<file path="config.mk">
export PLATFORM = sky130hd
export DESIGN_NAME = bsp_ctrl
export DESIGN_NICKNAME = d
export VERILOG_FILES = /design/src/hdl/bsp_pkg.sv /design/src/hdl/bsp_ctrl.sv
export SDC_FILE = /design/constraint.sdc
export NUM_CORES = 1
export LEC_CHECK = 0
export ABC_CLOCK_PERIOD_IN_PS = 4800
export BUFFER_PORTS_ARGS = -buffer_cell sky130_fd_sc_hd__clkbuf_2
export CAP_MARGIN = 15
export CORE_MARGIN = 5
export CORE_UTILIZATION = 37
export CTS_BUF_LIST = sky130_fd_sc_hd__clkbuf_16
export DETAILED_ROUTE_END_ITERATION = 10
export GPL_ROUTABILITY_DRIVEN = 0
export PLACE_DENSITY_LB_ADDON = 0.15
export SYNTH_ARGS = -nofsm -noshare
export SYNTH_HDL_FRONTEND = slang
export SYNTH_SLANG_ARGS = --single-unit
</file>
<file path="constraint.sdc">
create_clock -name clock -period 4.8 [get_ports clock]
set_clock_uncertainty 0.05 [all_clocks]
set_input_delay 0 -clock clock [delete_from_list [all_inputs] [get_ports clock]]
set_output_delay 0 -clock clock [all_outputs]
set_load 0.005 [all_outputs]
</file>
<file path="src/hdl/bsp_pkg.sv">
// shared types and constants for the billboard sprite projector
// payload structs, register indexes, controller commands and datapath status
// no dependencies
`default_nettype none

package bsp_pkg;

   // configuration port geometry
   localparam int unsigned CSR_INDEX_W = 3;
   localparam int unsigned CSR_DATA_W  = 32;

   // register indexes
   localparam logic [CSR_INDEX_W-1:0] CSR_SCREEN_WIDTH  = 3'd0;
   localparam logic [CSR_INDEX_W-1:0] CSR_SCREEN_HEIGHT = 3'd1;
   localparam logic [CSR_INDEX_W-1:0] CSR_PLAYER_X      = 3'd2;
   localparam logic [CSR_INDEX_W-1:0] CSR_PLAYER_Y      = 3'd3;
   localparam logic [CSR_INDEX_W-1:0] CSR_DIR_X         = 3'd4;
   localparam logic [CSR_INDEX_W-1:0] CSR_DIR_Y         = 3'd5;
   localparam logic [CSR_INDEX_W-1:0] CSR_PLANE_X       = 3'd6;
   localparam logic [CSR_INDEX_W-1:0] CSR_PLANE_Y       = 3'd7;

   // register reset values
   localparam logic [12:0]        RST_SCREEN_WIDTH  = 13'd640;
   localparam logic [12:0]        RST_SCREEN_HEIGHT = 13'd480;
   localparam logic signed [31:0] RST_PLAYER_X      = 32'sd0;
   localparam logic signed [31:0] RST_PLAYER_Y      = 32'sd0;
   localparam logic signed [31:0] RST_DIR_X         = 32'sd65536;
   localparam logic signed [31:0] RST_DIR_Y         = 32'sd0;
   localparam logic signed [31:0] RST_PLANE_X       = 32'sd0;
   localparam logic signed [31:0] RST_PLANE_Y       = 32'sd43254;

   // input item opcodes
   localparam logic OP_SPRITE = 1'b0;
   localparam logic OP_COLUMN = 1'b1;

   typedef struct packed {
      logic               opcode;
      logic signed [31:0] sprite_x;
      logic signed [31:0] sprite_y;
      logic        [11:0] column;
      logic        [31:0] wall_depth;
   } req_type;

   typedef struct packed {
      logic        draw;
      logic [11:0] col_start;
      logic [11:0] col_end;
      logic [11:0] row_start;
      logic [11:0] row_end;
      logic [11:0] tex_col;
      logic [31:0] tex_row_start;
      logic [31:0] tex_row_step;
   } rsp_type;

   typedef struct packed {
      logic        [12:0] screen_width;
      logic        [12:0] screen_height;
      logic signed [31:0] player_x;
      logic signed [31:0] player_y;
      logic signed [31:0] dir_x;
      logic signed [31:0] dir_y;
      logic signed [31:0] plane_x;
      logic signed [31:0] plane_y;
   } cfg_type;

   // datapath actions
   typedef enum logic [3:0] {
      ACT_NONE,
      ACT_LOAD,
      ACT_REL,
      ACT_MUL,
      ACT_ACC,
      ACT_CLEAR_ALL,
      ACT_CLEAR_KEEP,
      ACT_CENTRE_MUL,
      ACT_DIV_START,
      ACT_DIV_STORE,
      ACT_GEOM,
      ACT_COL_EVAL,
      ACT_RSP_LOAD
   } act_type;

   // divisions done by the shared divider
   typedef enum logic [2:0] {
      DIV_DEPTH,
      DIV_CENTRE,
      DIV_SIZE,
      DIV_STEP,
      DIV_TEXCOL,
      DIV_TEXROW
   } div_op_type;

   // product terms of the camera transform
   typedef enum logic [2:0] {
      MT_DET_A,
      MT_DET_B,
      MT_NX_A,
      MT_NX_B,
      MT_NY_A,
      MT_NY_B
   } mterm_type;

   typedef struct packed {
      act_type    act;
      div_op_type div_op;
      mterm_type  mterm;
   } cmd_type;

   typedef struct packed {
      logic is_column;
      logic proj_bad;
      logic depth_zero;
      logic size_zero;
      logic draw;
      logic texcol_pos;
      logic texrow_pos;
      logic div_done;
   } status_type;

endpackage

`default_nettype wire

</file>
<file path="src/hdl/bsp_ctrl.sv">
// controller: sequences the transform, the divisions and the result beat
// uses bsp_pkg command and status types
`default_nettype none

module bsp_ctrl (
   input  wire logic                clock,
   input  wire logic                reset,
   input  wire logic                req_valid,
   output logic                     req_stall,
   output logic                     rsp_valid,
   input  wire logic                rsp_stall,
   input  wire bsp_pkg::status_type status,
   output bsp_pkg::cmd_type         cmd
);

   import bsp_pkg::*;

   typedef enum logic [3:0] {
      ST_IDLE,
      ST_DISPATCH,
      ST_MUL,
      ST_ACC,
      ST_CHECK,
      ST_DIV_WAIT,
      ST_DEPTH_CHK,
      ST_CENTRE_START,
      ST_SIZE_START,
      ST_SIZE_CHK,
      ST_STEP_START,
      ST_COL_DRAW,
      ST_TEXROW_CHK,
      ST_FINISH
   } state_type;

   state_type  state_ff, state_in;
   mterm_type  mterm_ff, mterm_in;
   div_op_type op_ff, op_in;
   logic       rsp_valid_ff, rsp_valid_in;

   // next state and commands
   always_comb begin
      state_in     = state_ff;
      mterm_in     = mterm_ff;
      op_in        = op_ff;
      rsp_valid_in = rsp_valid_ff && rsp_stall;
      cmd.act      = ACT_NONE;
      cmd.div_op   = op_ff;
      cmd.mterm    = mterm_ff;
      case (state_ff)
         ST_IDLE: begin
            if (req_valid) begin
               cmd.act  = ACT_LOAD;
               state_in = ST_DISPATCH;
            end
         end
         ST_DISPATCH: begin
            if (status.is_column) begin
               cmd.act  = ACT_COL_EVAL;
               state_in = ST_COL_DRAW;
            end else begin
               cmd.act  = ACT_REL;
               mterm_in = MT_DET_A;
               state_in = ST_MUL;
            end
         end
         ST_MUL: begin
            cmd.act  = ACT_MUL;
            state_in = ST_ACC;
         end
         ST_ACC: begin
            cmd.act = ACT_ACC;
            state_in = ST_MUL;
            case (mterm_ff)
               MT_DET_A: mterm_in = MT_DET_B;
               MT_DET_B: mterm_in = MT_NX_A;
               MT_NX_A:  mterm_in = MT_NX_B;
               MT_NX_B:  mterm_in = MT_NY_A;
               MT_NY_A:  mterm_in = MT_NY_B;
               default:  state_in = ST_CHECK;
            endcase
         end
         ST_CHECK: begin
            if (status.proj_bad) begin
               cmd.act  = ACT_CLEAR_ALL;
               state_in = ST_FINISH;
            end else begin
               cmd.act    = ACT_DIV_START;
               cmd.div_op = DIV_DEPTH;
               op_in      = DIV_DEPTH;
               state_in   = ST_DIV_WAIT;
            end
         end
         ST_DIV_WAIT: begin
            if (status.div_done) begin
               cmd.act = ACT_DIV_STORE;
               case (op_ff)
                  DIV_DEPTH:  state_in = ST_DEPTH_CHK;
                  DIV_CENTRE: state_in = ST_SIZE_START;
                  DIV_SIZE:   state_in = ST_SIZE_CHK;
                  DIV_TEXCOL: state_in = ST_TEXROW_CHK;
                  default:    state_in = ST_FINISH;
               endcase
            end
         end
         ST_DEPTH_CHK: begin
            if (status.depth_zero) begin
               cmd.act  = ACT_CLEAR_ALL;
               state_in = ST_FINISH;
            end else begin
               cmd.act  = ACT_CENTRE_MUL;
               state_in = ST_CENTRE_START;
            end
         end
         ST_CENTRE_START: begin
            cmd.act    = ACT_DIV_START;
            cmd.div_op = DIV_CENTRE;
            op_in      = DIV_CENTRE;
            state_in   = ST_DIV_WAIT;
         end
         ST_SIZE_START: begin
            cmd.act    = ACT_DIV_START;
            cmd.div_op = DIV_SIZE;
            op_in      = DIV_SIZE;
            state_in   = ST_DIV_WAIT;
         end
         ST_SIZE_CHK: begin
            if (status.size_zero) begin
               cmd.act  = ACT_CLEAR_KEEP;
               state_in = ST_FINISH;
            end else begin
               cmd.act  = ACT_GEOM;
               state_in = ST_STEP_START;
            end
         end
         ST_STEP_START: begin
            cmd.act    = ACT_DIV_START;
            cmd.div_op = DIV_STEP;
            op_in      = DIV_STEP;
            state_in   = ST_DIV_WAIT;
         end
         ST_COL_DRAW: begin
            if (!status.draw) begin
               state_in = ST_FINISH;
            end else if (status.texcol_pos) begin
               cmd.act    = ACT_DIV_START;
               cmd.div_op = DIV_TEXCOL;
               op_in      = DIV_TEXCOL;
               state_in   = ST_DIV_WAIT;
            end else begin
               state_in = ST_TEXROW_CHK;
            end
         end
         ST_TEXROW_CHK: begin
            if (status.texrow_pos) begin
               cmd.act    = ACT_DIV_START;
               cmd.div_op = DIV_TEXROW;
               op_in      = DIV_TEXROW;
               state_in   = ST_DIV_WAIT;
            end else begin
               state_in = ST_FINISH;
            end
         end
         ST_FINISH: begin
            if (!rsp_valid_ff || !rsp_stall) begin
               cmd.act      = ACT_RSP_LOAD;
               rsp_valid_in = 1'b1;
               state_in     = ST_IDLE;
            end
         end
         default: state_in = ST_IDLE;
      endcase
   end

   // state and registered outputs
   always_ff @(posedge clock) begin
      if (reset) begin
         state_ff     <= ST_IDLE;
         mterm_ff     <= MT_DET_A;
         op_ff        <= DIV_DEPTH;
         rsp_valid_ff <= 1'b0;
      end else begin
         state_ff     <= state_in;
         mterm_ff     <= mterm_in;
         op_ff        <= op_in;
         rsp_valid_ff <= rsp_valid_in;
      end
   end

   assign req_stall = (state_ff != ST_IDLE);
   assign rsp_valid = rsp_valid_ff;

endmodule

`default_nettype wire

</file>
==> results of run 1 <==
==> Yosys cell counts (5+ instances only) <==
master	count	area share, %
nand2_1	16	5.6
buf_2	9	4.2
o21ai_0	11	5.1
dfxtp_1	11	20
nor3_1	6	2.8
inv_1	7	2.4
a21oi_1	10	4.7
nor2b_1	7	4.1
nand2b_1	8	4.7
o32ai_1	5	4.1
nor2_1	11	3.8
==> cell type report <==
type | instances | area, µm² | area share (%)
Multi-Input combinational cell | 123 | 761 | 61.4
Sequential cell | 11 | 220 | 17.8
Timing Repair Buffer | 23 | 115 | 9.28
Clock buffer | 3 | 75.1 | 6.05
Tap cell | 31 | 38.8 | 3.13
Inverter | 7 | 26.3 | 2.12
Clock inverter | 1 | 3.75 | 0.303
==> worst max path at each step <==
stage / start / slack [ns] / cells after the start / end
after global placement: state_ff[1] / 2.70 / 4 / op_ff[1]
final: state_ff[1] / 2.44 / 5 / cmd[4]
after detailed placement: state_ff[1] / 2.70 / 4 / op_ff[1]
after global routing: state_ff[1] / 2.12 / 5 / cmd[4]
after CTS: state_ff[1] / 2.44 / 5 / cmd[4]
after floorplan: state_ff[2] / 3.27 / 5 / state_ff[1]
==> per-stage QoR <==
stage / setup slack, ns / instance area, µm² / hold slack, ns / power, µW / util (%)
3_5_place_dp: 2.70 / 1160 / 0.251 / 261 / 41.7
3_3_place_gp: 2.70 / 1160 / 0.247 / 260 / 41.7
2_1_floorplan: 3.27 / 1070 / 0.0241 / 223 / -
6_report: 2.44 / 1240 / 0.0474 / 413 / 44.6
4_1_cts: 2.44 / 1240 / 0.0535 / 417 / 44.6
5_1_grt: 2.12 / 1240 / 0.0791 / 446 / 44.6
==> cell usage in the layout, fill, tap and decap left out, drive strengths merged, types with 2 or more instances in the layout <==
cell / synthesis / layout
a22oi: 2 / 2
a21o: 2 / 2
or4: 3 / 3
nor3: 6 / 6
or3: 2 / 2
a31oi: 3 / 3
and2: 2 / 2
a221oi: 2 / 2
mux2i: 2 / 2
o21ai: 11 / 11
nand2b: 8 / 8
clkbuf: 2 / 26
dfxtp: 11 / 11
nor4: 2 / 2
a21oi: 10 / 10
o211ai: 2 / 2
nand3: 3 / 3
a32oi: 2 / 2
nor2: 11 / 11
nand2: 16 / 16
o32ai: 5 / 5
inv: 7 / 8
nor2b: 7 / 7
==> per-layer routing <==
layer	global-route usage, %	vias to the layer above	part of all wire, %
met2	23.7	49	46
met1	21.3	556	44
met5	0	-	0
met4	6.23	0	1.2
li1	-	604	-
met3	3.85	4	8.8
==> where the power goes <==
group | internal, µW | switching [µW] | total [µW]
clock | 110 | 42.5 | 152
combinational | 61.2 | 65.3 | 127
sequential | 98.7 | 36.1 | 135
==> flip-flops by register name, summed over array words and instances, names as in the netlist <==
signal / cells
rsp_valid: 1
mterm_ff: 3
op_ff: 3
state_ff: 4
==> logic make-up (layout without fill, tap and decap cells) <==
| kind of cell | after synthesis | count (layout) | share of synthesized area (%) |
|---|---|---|---|
| compound gates | 52 | 52 | 34.3 |
| buf+inv | 20 | 34 | 8.73 |
| flops | 11 | 11 | 20.5 |
| mux | 2 | 2 | 1.86 |
| xor+xnor | 1 | 1 | 0.815 |
| simple gates | 68 | 68 | 33.8 |
==> worst max-delay path, stage by stage (launching register included) <==
cell and delay (ns):
dfxtp_1 0.91, nand2b_1 0.31, o32ai_1 0.15, o41ai_1 0.48
nand2_1 0.09, clkbuf_2 0.13
==> results.tsv, run 1 <==
stage	metric	value	unit
timing	rsz0062_at_grt	no	
pwr	ir_drop	0.000181	V
timing	setup_violations	0	
hold_path	hold_class	input port to flip-flop	
logic_synthesis	async_reset_ff_share	0	%
drt	drtIter0Drc	92	
timing	finalCritPeriodShare	49.2	%
clock_tree	clock_sinks	11	
global_route	grt_max_degree	32	
drt	dr.pass1.iters	4	
global_route	grt_pass1_wl	5310	µm
logic_synthesis	avgSynthCellArea	6.98	µm²
logic_synthesis	synth-edff-count	0	
clock_tree	clk_latency	0.24	ns
drt	routed_wl	3140	µm
setup_path	reg2reg_depth	4	
clock_tree	cts_hold_buffers	0	
clock_tree	root_buffer	clkbuf_16	
floorplanning	design.die.area	4080	µm²
drt	wl_per_cell	15.8	µm
logic_synthesis	ys_ff_latch	11	
cells_and_area	nFillCells	297	
global_route	grt_usage	15.7	%
floorplanning	design.core.area	2780	µm²
outcome	status	complete, no violations	
global_route	grt_overflow	0	
setup_path	reg2reg_from	state_ff[1]	
floorplanning	num_io_pins	24	
clock_tree	ctsResizeCount	0	
timing	tns	0	ns
cells_and_area	syn2layout_area_growth	15.4	%
hold_path	hold_depth	2	
floorplanning	num_rows	19	
global_route	grt_pass1_vias	1148	
pwr	powerDensity	333	nW/µm²
drt	detail-route-antenna-nets	0	
clock_tree	cts_tree	done	
drt	drcViolationCount	0	
logic_synthesis	synth_cell_types	49	
drt	drt-vias-per-instance	6.10	
setup_path	path_max_fanout	30	
timing	fmax	423	MHz
hold_path	hold_end	op_ff[1]	
clock_tree	post_cts_buffers	0	
setup_path	worstPathArrival	2.31	ns
setup_path	critical_path_class	flip-flop to output pin	
clock_tree	htree_levels	1	
logic_synthesis	netlist_area	1070	µm²
logic_synthesis	synthCells	154	
floorplanning	initial_core_util	38.6	%
clock_tree	cts.clk_slew.worst_paths	0.04	ns
placed_design	dp_cells	195	
global_route	antenna_found_initial	0	
cells_and_area	layout-drive-gt1-share	17.3	%
floorplanning	die_h	63.9	µm
logic_synthesis	yosys_warnings	0	
drt	route.vias.total	1213	
timing	relSlewSlack	35.6	%
clock_tree	cts_made_buffers	3	
setup_path	reg2reg_to	op_ff[1]	
cells_and_area	n_antenna_cell	0	
hold_path	min_from	reset	
timing	slew_violations	0	
logic_synthesis	ys.flop_type	dfxtp_1	
placed_design	dp_hpwl	2240	µm
cells_and_area	stdcell_count	199	
timing	worstMarginPinSlew	0.965	ns
placed_design	io_buffers	23	
timing	hold_violations	0	
clock_tree	clk_path_buf_depth	2	
setup_path	endpoint_kind	output pin	
setup_path	r2r_slack	2.66	ns
setup_path	cp.required	4.75	ns
logic_synthesis	synth_fp_nets	166	
flow_run	drv_cap	0	
timing	fin_crit	2.36	ns
cells_and_area	finalNetCount	181	
floorplanning	die_w	63.9	µm
pwr	leakage	0.000478	µW
logic_synthesis	yosysSeqAreaShare	20.5	%
setup_path	worstSetupStartpointType	flip-flop	
(Power assumes the default switching activity.)
==> inputs of run 2 (changes only) <==
--- a/config.mk
+++ b/config.mk
@@ -5,7 +5,7 @@
 export SDC_FILE = /design/constraint.sdc
 export NUM_CORES = 1
 export LEC_CHECK = 0
-export ABC_CLOCK_PERIOD_IN_PS = 4800
+export ABC_CLOCK_PERIOD_IN_PS = 2000
 export BUFFER_PORTS_ARGS = -buffer_cell sky130_fd_sc_hd__clkbuf_2
 export CAP_MARGIN = 15
 export CORE_MARGIN = 5
==> constraint.sdc (replaced) <==
create_clock -name clock -period 2 [get_ports clock]
set_clock_uncertainty 0.05 [all_clocks]
set_input_delay 0 -clock clock [delete_from_list [all_inputs] [get_ports clock]]
set_output_delay 0 -clock clock [all_outputs]
set_load 0.005 [all_outputs]
==> run 2 against run 1 <==
  * Final cell count grew 5.5%
  * Critical path depth grew 1
  * Global-route usage grew 0.56 points
  * Combinational power grew to 3.0 times the previous value
  * Critical path type unchanged
  * Cell area grew 7.7%
  * Via count grew 4.0%
  * Non-clock buffer count grew 11
  * Worst setup slack lost 2.3 ns
==> results.tsv, run 2 (synthesis gave the netlist of run 1 again) <==
stage	metric	value	unit	change
outcome	status	complete, no violations		
timing	rsz0062_at_grt	no		
timing	finalCritPeriodShare	91.8	%	
placed_design	dp_hpwl	2490	µm	+11%
drt	dr.pass1.iters	4		unchanged
cells_and_area	nFillCells	274		-7.7%
floorplanning	num_io_pins	24		unchanged
drt	wl_per_cell	15.7	µm	-0.43%
cells_and_area	layout-drive-gt1-share	25.1	%	+7.9 points
global_route	antenna_found_initial	0		unchanged
drt	highest_layer	met4		
clock_tree	cts.clk_slew.worst_paths	0.04	ns	about the same
cells_and_area	mostFrequentLayoutCell	clkbuf_2		
setup_path	max_stage_delay	0.59	ns	-0.32 ns
clock_tree	clk_path_buf_depth	2		unchanged
setup_path	cpLargestDelayFamily	flip-flops		
cells_and_area	largest_reg_flops	4		unchanged
cells_and_area	syn2layout_area_growth	24.2	%	
cells_and_area	top_register	state_ff		
drt	wl_met1	1530	µm	+11%
setup_path	crit_chain	buf_4 -> mux2i_1 -> nand2_1 -> a32oi_1 -> o21ai_0 -> clkbuf_2		
flow_run	drv_cap	0		unchanged
drt	route.vias.total	1261		+4.0%
timing	hold_violations	0		unchanged
drt	wl_met2	1540	µm	+6.4%
timing	worstMarginPinSlew	0.521	ns	-0.443 ns
global_route	grt_overflow	0		unchanged
clock_tree	clock_sinks	11		unchanged
timing	fin_crit	1.84	ns	
floorplanning	design.core.area	2780	µm²	unchanged
placed_design	io_buffers	23		unchanged
clock_tree	clk_latency	0.24	ns	about the same
setup_path	critPathSlowestCell	dfxtp_1		
clock_tree	root_buffer	clkbuf_16		
setup_path	critical_path_class	flip-flop to output pin		
global_route	grt_max_degree	24		-25%
clock_tree	cts_made_buffers	3		unchanged
drt	wl_met3	207	µm	-25%
cells_and_area	most-common-layout-cells	23 x clkbuf_2, 16 x nand2_1, 11 x nor2_1, 11 x o21ai_0, 11 x buf_4		
global_route	grt_pass1_vias	1165		+1.5%
cells_and_area	largest_registers	state_ff (4), mterm_ff (3), op_ff (3)		
drt	drt-vias-per-instance	6.00		-1.5%
cells_and_area	postLayoutCoreUtil	48.0	%	+3.4 points
clock_tree	post_cts_buffers	0		unchanged
floorplanning	initial_core_util	38.6	%	unchanged
setup_path	path_buf_inv	2		+1
timing	slew_violations	0		unchanged
hold_path	hold_class	input port to flip-flop		
cells_and_area	finalNetCount	192		+6.1%
drt	routed_wl	3300	µm	+5.1%
timing	tns	0	ns	unchanged
timing	setup_violations	0		unchanged
floorplanning	die_w	63.9	µm	unchanged
setup_path	path_max_fanout	13		-57%
pwr	powerDensity	787	nW/µm²	+140%
floorplanning	design.die.area	4080	µm²	unchanged
drt	drtIter0Drc	66		-28%
clock_tree	htree_levels	1		unchanged
setup_path	worstSetupStartpointType	flip-flop		
pwr	leakage	0.000536	µW	+12%
global_route	grt_usage	16.3	%	+0.56 points
drt	detail-route-antenna-nets	0		unchanged
floorplanning	die_h	63.9	µm	unchanged
timing	relSlewSlack	64.3	%	+29 points
setup_path	cp.required	1.95	ns	-2.80 ns
drt	drcViolationCount	0		unchanged
floorplanning	num_rows	19		unchanged
timing	fmax	545	MHz	
cells_and_area	n_antenna_cell	0		unchanged
setup_path	endpoint_kind	output pin		
pwr	ir_drop	0.000401	V	+120%
clock_tree	cts_tree	done		
setup_path	worstPathArrival	1.79	ns	-0.52 ns
global_route	grt_pass1_wl	5490	µm	+3.2%
-- run 2: timing repair --
item,in CTS,in global routing
hold buffers,0,0
resized for setup,3,1
hold endpoints to repair,0,0
endpoints found under the setup margin,2,4
-- run 2: routing by layer --
layer  vias up  GRT usage [%]
met1       593           22.6
met4         0           5.45
li1        624              -
met2        41           24.6
met3         3           3.85
met5         -              0
-- run 2: stage by stage --
| stage | total power, µW | instance area, µm² | setup slack, ns | std cells | hold slack (ns) |
|---|---|---|---|---|---|
| global route | 1120 | 1340 | 0.0473 | 210 | 0.0605 |
| finish | 1050 | 1340 | 0.165 | 210 | 0.0362 |
| detailed placement | 674 | 1240 | 0.218 | 206 | 0.255 |
| CTS | 1060 | 1330 | 0.0131 | 210 | 0.0511 |
| floorplan | 536 | 1070 | 0.468 | 154 | 0.0241 |
| global placement | 670 | 1240 | 0.232 | 206 | 0.250 |
-- run 2: area by class of cell --
class                           count  area, µm²  share of cell area, %
Clock buffer                        3       75.1                   5.62
Clock inverter                      1       5.00                  0.375
Inverter                            7       26.3                   1.97
Timing Repair Buffer               34        198                   14.8
Tap cell                           31       38.8                   2.91
Multi-Input combinational cell    123        768                   57.5
Sequential cell                    11        224                   16.8
-- run 2: worst reg2reg max path: cells and delay by family, from the launching register on --
family / cells / cell delay (ns)
flip-flops: 1 / 0.44
AND/OR/NAND/NOR: 1 / 0.60
AO/OA/AOI/OAI: 3 / 0.50
-- run 2: path summary, 6_finish.rpt --
path               startpoint           to  slack, ns  depth (start not counted)
setup reg to reg  state_ff[2]  state_ff[1]       0.31                          4
setup / recovery  state_ff[2]       cmd[9]       0.16                          6
hold / removal          reset     op_ff[1]       0.04                          2
hold reg to reg   mterm_ff[1]  mterm_ff[1]       0.48                          2
-- run 2: power by group --
part	internal [µW]	total, µW	switching, µW
Clock	266	374	108
Sequential	239	299	59.3
Combinational	180	379	198
Total	685	1050	366
==> inputs of run 3 (changes only) <==
--- a/config.mk
+++ b/config.mk
@@ -13,6 +13,7 @@
 export CTS_BUF_LIST = sky130_fd_sc_hd__clkbuf_16
 export DETAILED_ROUTE_END_ITERATION = 10
 export GPL_ROUTABILITY_DRIVEN = 0
+export GPL_TIMING_DRIVEN = 0
 export PLACE_DENSITY_LB_ADDON = 0.15
 export SYNTH_ARGS = -nofsm -noshare
 export SYNTH_HDL_FRONTEND = slang
==> run 3 against run 2 <==
  * Clock power is essentially flat
  * Count of clock-buffer cells in the layout is the same
  * Highest routed layer unchanged
  * First-iteration DRC count grew 42%
  * Critical endpoint unchanged
  * Critical path depth grew 1
  * Critical path type unchanged
  * Final cell count grew 0.48%
  * Sequential share of layout area is essentially flat
  * Hold slack gained 0.066 ns
==> results.tsv, run 3 (synthesis gave the netlist of run 1 again) <==
stage	metric	value	unit	change
clock_tree	clock_sinks	11		unchanged
setup_path	reg2reg_depth	6		+2
cells_and_area	finalNetCount	193		+0.52%
clock_tree	cts.clk_slew.worst_paths	0.04	ns	about the same
cells_and_area	layout-drive-gt1-share	22.8	%	-2.4 points
pwr	powerDensity	799	nW/µm²	+1.5%
clock_tree	cts_made_buffers	3		unchanged
hold_path	hold_class	input port to flip-flop		
drt	wl_per_cell	16.8	µm	+7.0%
cells_and_area	nFillCells	287		+4.7%
setup_path	max_stage_delay	0.32	ns	-0.27 ns
drt	wl_met1	1610	µm	+5.1%
floorplanning	initial_core_util	38.6	%	unchanged
global_route	grt_usage	17.4	%	+1.1 points
pwr	leakage	0.000537	µW	+0.12%
drt	drtIter0Drc	94		+42%
pwr	internal_power	669	µW	-2.4%
hold_path	hold_depth	3		+1
floorplanning	die_w	63.9	µm	unchanged
clock_tree	clk_path_buf_depth	2		unchanged
global_route	antenna_found_initial	0		unchanged
setup_path	worstSetupStartpointType	flip-flop		
drt	highest_layer	met4		
placed_design	placed_area	1220	µm²	-1.6%
clock_tree	post_cts_buffers	0		unchanged
drt	wl_met3	300	µm	+45%
global_route	grt_overflow	0		unchanged
drt	drcViolationCount	0		unchanged
drt	drt-vias-per-instance	6.22		+3.6%
pwr	ir_drop	0.000497	V	+24%
cells_and_area	final_cell_area	1320	µm²	-1.5%
clock_tree	root_buffer	clkbuf_16		
floorplanning	design.core.area	2780	µm²	unchanged
setup_path	path_depth	7		+1
setup_path	path_max_fanout	10		-3
cells_and_area	mostFrequentLayoutCell	clkbuf_2		
setup_path	worstPathArrival	1.83	ns	+0.04 ns
setup_path	critPathSlowestCell	dfxtp_1		
setup_path	critical_path_class	flip-flop to output pin		
timing	worstMarginPinSlew	0.536	ns	+0.0141 ns
floorplanning	die_h	63.9	µm	unchanged
setup_path	path_buf_inv	4		+2
cells_and_area	syn2layout_area_growth	22.4	%	
global_route	grt_max_degree	11		-54%
timing	slew_violations	0		unchanged
cells_and_area	most-common-layout-cells	24 x clkbuf_2, 16 x nand2_1, 11 x nor2_1, 11 x o21ai_0, 11 x dfxtp_1		
cells_and_area	largest_reg_flops	4		unchanged
pwr	p_seq_share	24.0	%	-4.4 points
floorplanning	num_io_pins	24		unchanged
cells_and_area	largest_registers	state_ff (4), mterm_ff (3), op_ff (3)		
timing	setup_violations	0		unchanged
setup_path	crit_chain	buf_6 -> buf_2 -> buf_2 -> o21ai_0 -> a32oi_1 -> o21ai_0 -> clkbuf_2		
placed_design	dp_cells	207		+0.49%
drt	routed_wl	3540	µm	+7.5%
pwr	pwr-share-comb	40.8	%	+4.8 points
timing	finalCritPeriodShare	93.8	%	+2.1 points
placed_design	dp_hpwl	2600	µm	+4.5%
setup_path	cp.required	1.95	ns	about the same
flow_run	drv_cap	0		unchanged
timing	fmax	533	MHz	-2.2%
timing	relSlewSlack	63.4	%	-0.97 points
pwr	p_sw_share	36.4	%	+1.6 points
pwr	clkPwrFrac	35.3	%	-0.3 points
drt	dr.pass1.iters	4		unchanged
floorplanning	design.die.area	4080	µm²	unchanged
drt	route.vias.total	1312		+4.0%
cells_and_area	top_register	state_ff		
timing	fin_crit	1.88	ns	+0.0412 ns
cells_and_area	stdcell_count	211		+0.48%
setup_path	cpLargestDelayFamily	buffers and inverters		
global_route	grt_pass1_vias	1223		+5.0%
placed_design	io_buffers	22		-4.3%
cells_and_area	n_antenna_cell	0		unchanged
cells_and_area	postLayoutCoreUtil	47.3	%	-0.72 points
timing	tns	0	ns	unchanged
drt	wl_met2	1560	µm	+1.6%
setup_path	endpoint_kind	output pin		
drt	detail-route-antenna-nets	0		unchanged
global_route	grt_pass1_wl	5690	µm	+3.8%
clock_tree	clk_latency	0.24	ns	about the same
pwr	switchingPower	382	µW	+4.5%
clock_tree	cts_tree	done		
timing	fin_hold_ws	0.102	ns	+0.0657 ns
timing	rsz0062_at_grt	no		
clock_tree	htree_levels	1		unchanged
timing	hold_violations	0		unchanged
floorplanning	num_rows	19		unchanged
outcome	status	complete, no violations		
[run 3: cell count changes in the layout (fill, tap and decap cells not counted), sizes merged]
cell | previous run | this run
clkinv | 1 | 0
buf | 11 | 10
inv | 7 | 8
clkbuf | 26 | 28
[run 3: path summary, 6_finish.rpt]
| check | start | to | slack (ns) |
|---|---|---|---|
| max | state_ff[2] | cmd[9] | 0.12 |
| min | status[7] | mterm_ff[2] | 0.10 |
| max reg2reg | state_ff[2] | state_ff[3] | 0.24 |
| min reg2reg | mterm_ff[1] | mterm_ff[1] | 0.48 |
[run 3: worst min-delay path: cells and delay by family]
family,cells,cell delay [ns]
AND/OR/NAND/NOR,2,0.19
buffers and inverters,1,0.14
[run 3: routing by layer]
layer	global-route usage, %	up-vias
met5	0	-
met2	26.0	62
li1	-	626
met3	4.73	7
met1	22.5	617
met4	9.35	0
[run 3: what timing repair did]
item                                   in CTS  in global routing
setup endpoints to repair                   0                  4
resized for setup                           0                  6
hold buffers                                0                  0
endpoints found under the hold margin       0                  0
[run 3: power groups by stage]
stage	clock network [µW]	logic, µW	registers, µW
2_1_floorplan	0	285	252
4_1_cts	374	414	252
3_3_place_gp	0	412	255
3_5_place_dp	0	412	255
6_report	371	428	252
5_1_grt	386	463	254
[run 3: metrics by stage]
stage / total power [µW] / worst slack [ns]
after floorplan: 536 / 0.468
after global placement: 667 / 0.271
after detailed placement: 668 / 0.287
after CTS: 1040 / 0.0624
after global routing: 1100 / 0.0118
final: 1050 / 0.124
[run 3: area by class of cell]
cell class	count	area, µm²	area share [%]
multi-input cells	123	768	58.4
flip-flops and latches	11	220	16.7
repair buffers	22	110	8.37
clock buffers	3	75.1	5.71
plain buffers	13	72.6	5.52
well taps	31	38.8	2.95
inverters	7	26.3	2.00
clock inverters	1	3.75	0.285
